**src/rtl/hs_pkg.sv**
```systemverilog
// ---------------------------------------------------------------------------
// hs_pkg
// shared types, constants and round functions of the hmac-sha256 engine
// ---------------------------------------------------------------------------
package hs_pkg;

    localparam int unsigned BLOCK_BITS = 512;
    localparam logic [7:0]  IPAD_BYTE  = 8'h36;
    localparam logic [7:0]  OPAD_BYTE  = 8'h5c;
    localparam logic [7:0]  MARK_BYTE  = 8'h80;
    localparam logic [5:0]  LEN_FILL   = 6'd56;
    localparam logic [6:0]  KEY_BYTES  = 7'd64;

    typedef struct packed {
        logic       req_type;
        logic [7:0] data_byte;
        logic       last;
    } item_t;

    localparam logic [31:0] IV [0:7] = '{
        32'h6a09e667, 32'hbb67ae85, 32'h3c6ef372, 32'ha54ff53a,
        32'h510e527f, 32'h9b05688c, 32'h1f83d9ab, 32'h5be0cd19
    };

    localparam logic [31:0] RK [0:63] = '{
        32'h428a2f98, 32'h71374491, 32'hb5c0fbcf, 32'he9b5dba5,
        32'h3956c25b, 32'h59f111f1, 32'h923f82a4, 32'hab1c5ed5,
        32'hd807aa98, 32'h12835b01, 32'h243185be, 32'h550c7dc3,
        32'h72be5d74, 32'h80deb1fe, 32'h9bdc06a7, 32'hc19bf174,
        32'he49b69c1, 32'hefbe4786, 32'h0fc19dc6, 32'h240ca1cc,
        32'h2de92c6f, 32'h4a7484aa, 32'h5cb0a9dc, 32'h76f988da,
        32'h983e5152, 32'ha831c66d, 32'hb00327c8, 32'hbf597fc7,
        32'hc6e00bf3, 32'hd5a79147, 32'h06ca6351, 32'h14292967,
        32'h27b70a85, 32'h2e1b2138, 32'h4d2c6dfc, 32'h53380d13,
        32'h650a7354, 32'h766a0abb, 32'h81c2c92e, 32'h92722c85,
        32'ha2bfe8a1, 32'ha81a664b, 32'hc24b8b70, 32'hc76c51a3,
        32'hd192e819, 32'hd6990624, 32'hf40e3585, 32'h106aa070,
        32'h19a4c116, 32'h1e376c08, 32'h2748774c, 32'h34b0bcb5,
        32'h391c0cb3, 32'h4ed8aa4a, 32'h5b9cca4f, 32'h682e6ff3,
        32'h748f82ee, 32'h78a5636f, 32'h84c87814, 32'h8cc70208,
        32'h90befffa, 32'ha4506ceb, 32'hbef9a3f7, 32'hc67178f2
    };

    function automatic logic [31:0] rotr(input logic [31:0] x, input int unsigned n);
        rotr = (x >> n) | (x << (32 - n));
    endfunction

    function automatic logic [31:0] big_s0(input logic [31:0] x);
        big_s0 = rotr(x, 2) ^ rotr(x, 13) ^ rotr(x, 22);
    endfunction

    function automatic logic [31:0] big_s1(input logic [31:0] x);
        big_s1 = rotr(x, 6) ^ rotr(x, 11) ^ rotr(x, 25);
    endfunction

    function automatic logic [31:0] small_s0(input logic [31:0] x);
        small_s0 = rotr(x, 7) ^ rotr(x, 18) ^ (x >> 3);
    endfunction

    function automatic logic [31:0] small_s1(input logic [31:0] x);
        small_s1 = rotr(x, 17) ^ rotr(x, 19) ^ (x >> 10);
    endfunction

    // byte lane 0 is the most significant byte
    function automatic logic [7:0] word_byte(input logic [31:0] w, input logic [1:0] lane);
        logic [31:0] s;
        s = w >> (5'd24 - {lane, 3'b000});
        word_byte = s[7:0];
    endfunction

endpackage

```
**src/rtl/hs_front.sv**
```systemverilog
// ---------------------------------------------------------------------------
// hs_front
// input side: takes stream items into a two-entry queue for the back end
// ---------------------------------------------------------------------------
module hs_front
(
    input  logic          clk,
    input  logic          rst_n,
    input  logic          in_valid,
    output logic          in_ready,
    input  hs_pkg::item_t in_item,
    output logic          out_valid,
    input  logic          out_ready,
    output hs_pkg::item_t out_item
);

    hs_pkg::item_t ent_reg [2];
    logic          wr_ptr_reg;
    logic          rd_ptr_reg;
    logic [1:0]    used_reg;
    logic          push;
    logic          pop;

    assign in_ready  = (used_reg != 2'd2);
    assign out_valid = (used_reg != 2'd0);
    assign out_item  = ent_reg[rd_ptr_reg];
    assign push      = in_valid && in_ready;
    assign pop       = out_valid && out_ready;

    always_ff @(posedge clk or negedge rst_n)
    begin
        if (!rst_n)
        begin
            wr_ptr_reg <= 1'b0;
            rd_ptr_reg <= 1'b0;
            used_reg   <= 2'd0;
            ent_reg[0] <= '0;
            ent_reg[1] <= '0;
        end
        else
        begin
            if (push)
            begin
                ent_reg[wr_ptr_reg] <= in_item;
                wr_ptr_reg          <= ~wr_ptr_reg;
            end
            if (pop)
            begin
                rd_ptr_reg <= ~rd_ptr_reg;
            end
            case ({push, pop})
                2'b10:   used_reg <= used_reg + 2'd1;
                2'b01:   used_reg <= used_reg - 2'd1;
                default: used_reg <= used_reg;
            endcase
        end
    end

endmodule

```
**config.mk**
```make
export PLATFORM = sky130hd
export DESIGN_NAME = hs_front
export DESIGN_NICKNAME = d
export VERILOG_FILES = /design/src/rtl/hs_pkg.sv /design/src/rtl/hs_front.sv
export SDC_FILE = /design/constraint.sdc
export NUM_CORES = 1
export LEC_CHECK = 0
export BUFFER_PORTS_ARGS = -buffer_cell sky130_fd_sc_hd__buf_2
export CORE_MARGIN = 5
export CORE_UTILIZATION = 35
export DETAILED_ROUTE_END_ITERATION = 6
export GPL_TIMING_DRIVEN = 1
export PLACE_DENSITY_LB_ADDON = 0.08
export SLEW_MARGIN = 30
export SYNTH_ARGS = -nofsm -noshare
export SYNTH_HDL_FRONTEND = slang
export SYNTH_SLANG_ARGS = --single-unit
```
**constraint.sdc**
```tcl
create_clock -name clk -period 3.9 [get_ports clk]
set_input_delay 0.39 -clock clk [delete_from_list [all_inputs] [get_ports clk]]
set_output_delay 0.39 -clock clk [all_outputs]
set_load 0.02 [all_outputs]
```
==> reports/metrics.cfg, run 1 <==
[worst_setup_path]
path_class=flop to output port
cp.required_ns=3.51
rr_worst_depth=3
r2r_start=used_reg[0]
critPathMaxFanout=11
endpoint_kind=output port
cp.arrival_ns=1.55
start_kind=flop
r2r-end=ent_reg[17]
rrSetupSlack_ns=2.22

[layout]
area_growth_pct=15.75
multi_input_area_sq_um=523.0
final_cells=142
final_nets=112
regArea_sq_um=600.6
fill_cells=330
fin_util_pct=40.88
drive_above_1_share_pct=63.54
diodes=0
largest_reg_flops=20

[floorplanning]
chipWidth_um=67.57
num_rows=21
dieHeight_um=67.57
io-pin-count=26
initial_core_util_pct=35.31
core_sq_mm=0.003284
die_area_sq_mm=0.004565

[power_and_ir_drop]
power.leakage_nw=0.6387
max-vdd-ir-drop_mv=0.3399
powerDensity_mw_per_mm2=929.5

[clock_tree]
holdBufCountCts=0
insertion_delay_ns=0.31
postCtsSetupBuffers=0
clockBufferDepth=2
cts_root_buf=clkbuf_4
cts-resized-gates=0
cts.sinks=24
cts_buffers=3
clk_pin_slew_ns=0.13
h-tree-depth=1
cts_tree=done

[sta]
finalSetupTns_ns=0
final_hold_viol_count=0
setup_viol=0
period_share_pct=49.86
rsz0062_at_grt=false
setup_slack_ns=1.956
max_freq_ghz=0.5143
finalMaxSlewViolations=0
relSlewSlack_pct=53.74
holdWs_ns=0.05254
skew_ns=0.006765
worst_pin_slew_ns=0.6938
final.min_clock_period_ns=1.944

[place]
placedCellCount=138
gp_congestion=0.6206
pre_cts_ws_ns=2.219
dp_hpwl_um=1395
port_buffers=25

[global_routing]
grt_max_degree=25
grt_pass1_vias=691
grt-ovfl-total=0
grtUsageTotal_pct=9.927
antenna_found_initial=0
grt_pass1_wl_um=3291

[routing]
drtPass1Iterations=3
wl_met3_um=124
drc=0
wirelength_um=2040
top_layer=met4
viasPerCell=4.380
vias=622
drtIter0Drc=8
wl_met2_um=942
ant_nets=0
post_drt_wl_per_cell_um=14.37
met1_length_um=955

[logic_synthesis]
synth.avg_cell_area_sq_um=16.57
synth_top_cell_by_area=dfrtp_1
syn-num-nets=85
ys_ff_latch=24
synth_area_leaders=dfrtp_1, mux2_4, mux2_2, xnor2_1, buf_12
synthesis.area_sq_mm=0.001160
yosys_warnings=0
synth_top_area_share_pct=51.78
ys_seq_area_share_pct=51.78
ys_types=16
syn_inst=70

[run]
max_cap_violations=0

[outcome]
status=finished, final reports clean

[hold_path]
min_path_type=input pin to async pin

## kinds of logic after synthesis
family / after synthesis / share of synthesized area, %
XOR/XNOR: 5 / 3.776
adder cells (fa/ha/maj): 1 / 1.079
buffers and inverters: 3 / 3.128
flip-flops: 24 / 51.78
multiplexers: 30 / 35.60
AND/OR/NAND/NOR: 7 / 4.638
## layout make-up
cell class | instances | area share [%]
Tap cell | 46 | 4.287
Sequential cell | 24 | 44.73
Timing Repair Buffer | 25 | 9.320
Clock buffer | 4 | 2.703
Multi-Input combinational cell | 43 | 38.96
## synth_stat cells
| master | count |
|---|---|
| nor2_1 | 1 |
| or2_1 | 1 |
| buf_12 | 1 |
| ha_1 | 1 |
| mux2_4 | 20 |
| buf_2 | 1 |
| buf_6 | 1 |
| and3b_1 | 1 |
| and2_1 | 1 |
| nand2_1 | 1 |
| dfrtp_1 | 24 |
| xor2_1 | 2 |
| nand2b_4 | 1 |
| mux2_2 | 10 |
| xnor2_1 | 3 |
| and3_4 | 1 |
## worst max-delay path by stage
stage                     start          end  slack (ns)  cells after the start
floorplan           used_reg[0]  used_reg[1]        2.32                      5
global placement    used_reg[0]  ent_reg[11]        2.23                      3
detailed placement  used_reg[0]  ent_reg[15]        2.22                      3
CTS                  rd_ptr_reg  out_item[7]        1.90                      2
global route         rd_ptr_reg  out_item[0]        1.85                      2
finish               rd_ptr_reg  out_item[7]        1.96                      2
## power by group
part           switching (mW)  leakage (nW)  internal (mW)  total (mW)
clock                  0.0714        0.0210         0.0570       0.128
sequential             0.0980         0.282          0.378       0.476
combinational           0.275         0.336          0.368       0.643
## layout by cell type, fill, tap and decap left out
cell	n
mux2_4	20
xnor2_1	3
or2_1	1
dfrtp_1	24
buf_2	25
nand2b_4	1
and3b_1	1
nand2_1	1
ha_1	1
clkbuf_4	3
xor2_1	2
and3_4	1
clkbuf_8	1
and2_1	1
nor2_1	1
mux2_2	10
## worst max-delay path, cell delays in order (launching register included)
cell,delay [ns]
dfrtp_1,0.69
mux2_2,0.40
buf_2,0.16
## stage by stage
step	instance area, sq um	power, mW
floorplan	1160	0.9988
global placement	1306	1.132
finish	1343	1.248
detailed placement	1306	1.135
CTS	1343	1.272
global route	1343	1.331
## layer usage
| metal | global-route usage, % | up-vias |
|---|---|---|
| met5 | 0 | - |
| li1 | - | 296 |
| met1 | 12.14 | 309 |
| met4 | 3.038 | 0 |
| met3 | 4.326 | 2 |
| met2 | 15.67 | 15 |
(Power assumes the default switching activity.)
==> run 2: changes to the inputs <==
==> constraint.sdc (replaced) <==
create_clock -name clk -period 1.7 [get_ports clk]
set_input_delay 0.17 -clock clk [delete_from_list [all_inputs] [get_ports clk]]
set_output_delay 0.17 -clock clk [all_outputs]
set_load 0.02 [all_outputs]
==> run 2 against run 1 <==
Compared with the run above: largest power group unchanged; critical endpoint is now out_item[6]; cell area rose by 3.5%; core utilization increased by 1.4 points; clock power rose to 3.2 times the previous value; highest routed layer unchanged; global-route usage rose by 0.41 points; hold slack improved by 0.038 ns; critical path type unchanged; worst setup slack got worse by 1.8 ns; first-iteration DRC count decreased by 25%; clock-buffer cell count is 1 lower.
==> reports/metrics.cfg, run 2 (synthesis results as in run 1) <==
[outcome]
status=finished, final reports clean

[worst_setup_path]
r2r_start=used_reg[0]
start_kind=flop
cp.arrival_ns=1.41  ; -0.14 ns
endpoint_kind=output port
rr_worst_depth=5  ; +2
crit_start=rd_ptr_reg
cp.required_ns=1.53  ; -1.98 ns
critPathMaxFanout=11  ; unchanged
path_class=flop to output port

[power_and_ir_drop]
max-vdd-ir-drop_mv=0.7537  ; +120%
power.leakage_nw=0.6574  ; +2.9%
powerDensity_mw_per_mm2=2179  ; +130%

[layout]
area_growth_pct=19.85
drive_above_1_share_pct=64.29  ; +0.74 points
largest_reg_flops=20  ; unchanged
final_cell_area_sq_mm=0.001390  ; +3.5%
final_common_cell=buf_2
diodes=0  ; unchanged
final_cell_mix=buf_2, dfrtp_1, mux2_4
fin_util_pct=42.32  ; +1.4 points
fill_cells=302  ; -8.5%
final_nets=114  ; +1.8%
final_cells=144  ; +1.4%

[place]
dp_hpwl_um=1449  ; +3.9%
port_buffers=25  ; unchanged
gp_congestion=0.5984  ; -3.6%
place_area_sq_mm=0.001326  ; +1.5%
placedCellCount=139  ; +0.72%

[hold_path]
holdPathStages=2
min_path_type=input pin to flop
min_from=in_item[7]

[routing]
viasPerCell=4.382  ; about the same
vias=631  ; +1.4%
post_drt_wl_per_cell_um=14.42  ; +0.35%
wirelength_um=2076  ; +1.8%
drc=0  ; unchanged
drtIter0Drc=6  ; -2
drtPass1Iterations=3  ; unchanged
ant_nets=0  ; unchanged

[sta]
rsz0062_at_grt=false
final_hold_viol_count=0  ; unchanged
holdWs_ns=0.09025  ; +0.03771 ns
worst_pin_slew_ns=0.5375  ; -0.1563 ns
setup_viol=0  ; unchanged
relSlewSlack_pct=64.16  ; +10 points
skew_ns=0.01139  ; +0.004623 ns
finalSetupTns_ns=0  ; unchanged
final.min_clock_period_ns=1.580
period_share_pct=92.97
finalMaxSlewViolations=0  ; unchanged
max_freq_ghz=0.6327

[floorplanning]
chipWidth_um=67.57  ; unchanged
num_rows=21  ; unchanged
core_sq_mm=0.003284  ; unchanged
dieHeight_um=67.57  ; unchanged
die_area_sq_mm=0.004565  ; unchanged
initial_core_util_pct=35.31  ; unchanged
io-pin-count=26  ; unchanged

[clock_tree]
clk_pin_slew_ns=0.14  ; about the same
cts_buffers=3  ; unchanged
cts_tree=done
cts_root_buf=clkbuf_4
clockBufferDepth=2  ; unchanged
h-tree-depth=1  ; unchanged
postCtsSetupBuffers=0  ; unchanged
insertion_delay_ns=0.31  ; about the same
cts.sinks=24  ; unchanged

[global_routing]
grt_pass1_vias=693  ; +0.29%
grtUsageTotal_pct=10.34  ; +0.41 points
grt-ovfl-total=0  ; unchanged
grt_pass1_wl_um=3408  ; +3.6%
antenna_found_initial=0  ; unchanged
grt_max_degree=25  ; unchanged

[run]
max_cap_violations=0  ; unchanged

run 2: final timing paths:
| path | slack [ns] | end |
|---|---|---|
| max in group asynchronous | 0.94 | rd_ptr_reg |
| min in group asynchronous | 0.36 | ent_reg[9] |
| hold / removal | 0.09 | ent_reg[7] |
| hold reg to reg | 0.51 | wr_ptr_reg |
| setup / recovery | 0.12 | out_item[6] |
| setup reg to reg | 0.15 | used_reg[1] |
run 2: final cells by class:
| class | instances | area, sq um | area share [%] |
|---|---|---|---|
| flip-flops and latches | 24 | 601.8 | 43.29 |
| well taps | 46 | 57.56 | 4.140 |
| clock buffers | 3 | 22.52 | 1.620 |
| clock inverters | 1 | 30.03 | 2.160 |
| multi-input cells | 43 | 523.0 | 37.62 |
| repair buffers | 27 | 155.1 | 11.16 |
run 2: metrics by stage:
step                worst slack, ns  power, mW
finish                       0.1196      3.029
global route                0.04081      3.230
CTS                         0.08280      3.085
detailed placement           0.1783      2.652
global placement             0.2086      2.623
floorplan                    0.1230      2.291
run 2: timing repair:
| action | CTS | global route |
|---|---|---|
| resized for setup | 1 | 0 |
| hold buffers | 1 | 0 |
| endpoints found under the hold margin | 24 | 0 |
| setup endpoints to repair | 10 | 0 |
run 2: where the power goes:
part / switching (mW) / internal [mW]
Sequential: 0.222 / 0.870
Combinational: 0.652 / 0.875
Clock: 0.171 / 0.238
Total: 1.05 / 1.98
run 2: critical path, stage by stage, from the launching register on:
cell and delay [ns]:
dfrtp_2 0.57, mux2_2 0.38, buf_2 0.16
run 2: routing by layer:
| layer | global-route usage (%) | share of wire (%) | vias up |
|---|---|---|---|
| met4 | 2.278 | 0.72 | 0 |
| met5 | 0 | 0 | - |
| met2 | 16.28 | 47 | 14 |
| met3 | 3.827 | 4.7 | 2 |
| met1 | 13.47 | 48 | 312 |
| li1 | - | - | 303 |
==> run 3: changes to the inputs <==
--- a/config.mk
+++ b/config.mk
@@ -11,6 +11,7 @@
 export DETAILED_ROUTE_END_ITERATION = 6
 export GPL_TIMING_DRIVEN = 1
 export PLACE_DENSITY_LB_ADDON = 0.08
+export REMOVE_ABC_BUFFERS = 1
 export SLEW_MARGIN = 30
 export SYNTH_ARGS = -nofsm -noshare
 export SYNTH_HDL_FRONTEND = slang
==> run 3 against run 2 <==
Compared with the run above: sequential cell count is the same; clock-buffer cell count is the same; total power fell by 5.2%; highest routed layer unchanged; non-clock buffer count is 1 higher.
==> reports/metrics.cfg, run 3 (synthesis results as in run 1) <==
[outcome]
status=finished, final reports clean

[clock_tree]
cts.sinks=24  ; unchanged
insertion_delay_ns=0.30  ; about the same
clockBufferDepth=2  ; unchanged
h-tree-depth=1  ; unchanged
cts_root_buf=clkbuf_4
clk_pin_slew_ns=0.13  ; about the same
cts_buffers=3  ; unchanged
cts_tree=done

[hold_path]
min_path_type=input pin to flop
min_from=in_item[4]

[worst_setup_path]
crit_path_top_delay_cell=dfrtp_2
critPathMaxStageDelay_ns=0.57  ; about the same
start_kind=flop
r2r_start=used_reg[1]
cp.arrival_ns=1.41  ; about the same
path_buf_inv=1  ; unchanged
crit_start=rd_ptr_reg
path_class=flop to output port
endpoint_kind=output port
critPathTopFamily=flip-flops
critPathMaxFanout=11  ; unchanged
cp.required_ns=1.53  ; about the same
worstPathCellList=mux2_2 -> buf_2

[routing]
drc=0  ; unchanged
viasPerCell=4.431  ; +1.1%
wirelength_um=2043  ; -1.6%
vias=638  ; +1.1%
drtPass1Iterations=2  ; -1
post_drt_wl_per_cell_um=14.19  ; -1.6%
ant_nets=0  ; unchanged
drtIter0Drc=3  ; -3

[global_routing]
grtUsageTotal_pct=10.40  ; +0.063 points
antenna_found_initial=0  ; unchanged
grt_pass1_vias=692  ; -0.14%
grt_max_degree=25  ; unchanged
grt-ovfl-total=0  ; unchanged
grt_pass1_wl_um=3450  ; +1.2%

[layout]
diodes=0  ; unchanged
final_common_cell=buf_2
area_growth_pct=17.91
largest_reg_flops=20  ; unchanged
final_nets=115  ; +0.88%
drive_above_1_share_pct=64.29  ; unchanged
final_cell_mix=buf_2, dfrtp_1, mux2_4

[sta]
worst_pin_slew_ns=0.5324  ; -0.005125 ns
final.min_clock_period_ns=1.576  ; -0.004020 ns
max_freq_ghz=0.6344  ; +0.26%
skew_ns=0.002783  ; -0.008605 ns
finalSetupTns_ns=0  ; unchanged
holdWs_ns=0.1028  ; +0.01258 ns
relSlewSlack_pct=64.51  ; +0.34 points
rsz0062_at_grt=false
setup_viol=0  ; unchanged
final_hold_viol_count=0  ; unchanged
period_share_pct=92.73  ; -0.24 points
finalMaxSlewViolations=0  ; unchanged

[floorplanning]
die_area_sq_mm=0.004565  ; unchanged
chipWidth_um=67.57  ; unchanged
core_sq_mm=0.003284  ; unchanged
dieHeight_um=67.57  ; unchanged
initial_core_util_pct=35.31  ; unchanged
io-pin-count=26  ; unchanged
num_rows=21  ; unchanged

[run]
max_cap_violations=0  ; unchanged

[power_and_ir_drop]
power.leakage_nw=0.6481  ; -1.4%
powerDensity_mw_per_mm2=2100  ; -3.6%
max-vdd-ir-drop_mv=0.9152  ; +21%

[place]
dp_hpwl_um=1388  ; -4.2%
gp_congestion=0.6378  ; +6.6%
port_buffers=25  ; unchanged

==> run 3: cell count changes in the layout (fill, tap and decap cells not counted) <==
cell,previous run,this run
buf_4,0,1
bufinv_16,1,0
==> run 3: stage by stage <==
| stage | util (%) | setup slack (ns) | cell area (sq um) | std cells | total power [mW] |
|---|---|---|---|---|---|
| 2_1_floorplan | - | 0.1230 | 1124 | 67 | 2.228 |
| 3_3_place_gp | 40.38 | 0.2179 | 1326 | 139 | 2.614 |
| 3_5_place_dp | 40.38 | 0.1464 | 1326 | 139 | 2.641 |
| 4_1_cts | 41.41 | 0.08227 | 1360 | 143 | 2.908 |
| 5_1_grt | 41.64 | 0.01595 | 1368 | 144 | 3.082 |
| 6_report | 41.64 | 0.1236 | 1368 | 144 | 2.872 |
==> run 3: report_power, final <==
| part | internal [mW] | switching (mW) | total [mW] |
|---|---|---|---|
| Clock | 0.0826 | 0.161 | 0.244 |
| Combinational | 0.889 | 0.654 | 1.54 |
| Sequential | 0.870 | 0.215 | 1.09 |
| Total | 1.84 | 1.03 | 2.87 |
==> run 3: final timing paths <==
kind	end	slack, ns	cells after the start
max	out_item[1]	0.12	2
min	ent_reg[14]	0.10	2
max reg2reg	used_reg[1]	0.14	6
min reg2reg	wr_ptr_reg	0.50	1
max in group asynchronous	rd_ptr_reg	0.96	2
min in group asynchronous	ent_reg[19]	0.36	2
==> run 3: cell type report <==
type                       instances  area, sq um
sequential                        24        601.8
multi-input combinational         43        523.0
timing repair buffer              28        162.7
clock buffer                       3        22.52
fill                             318         1917
tap                               46        57.56
==> run 3: layer usage <==
layer | routed length, um | vias to the layer above | track usage, % | part of all wire, %
met5 | 0 | - | 0 | 0
met4 | 11 | 0 | 1.519 | 0.54
met1 | 963 | 322 | 13.24 | 47
met3 | 80 | 2 | 3.661 | 3.9
li1 | - | 303 | - | -
met2 | 987 | 11 | 17.25 | 48
==> run 3: what timing repair did <==
item,CTS,global route
hold buffers,1,0
setup endpoints to repair,10,1
setup buffers,0,1
hold endpoints to repair,24,0
gates resized for setup,1,0
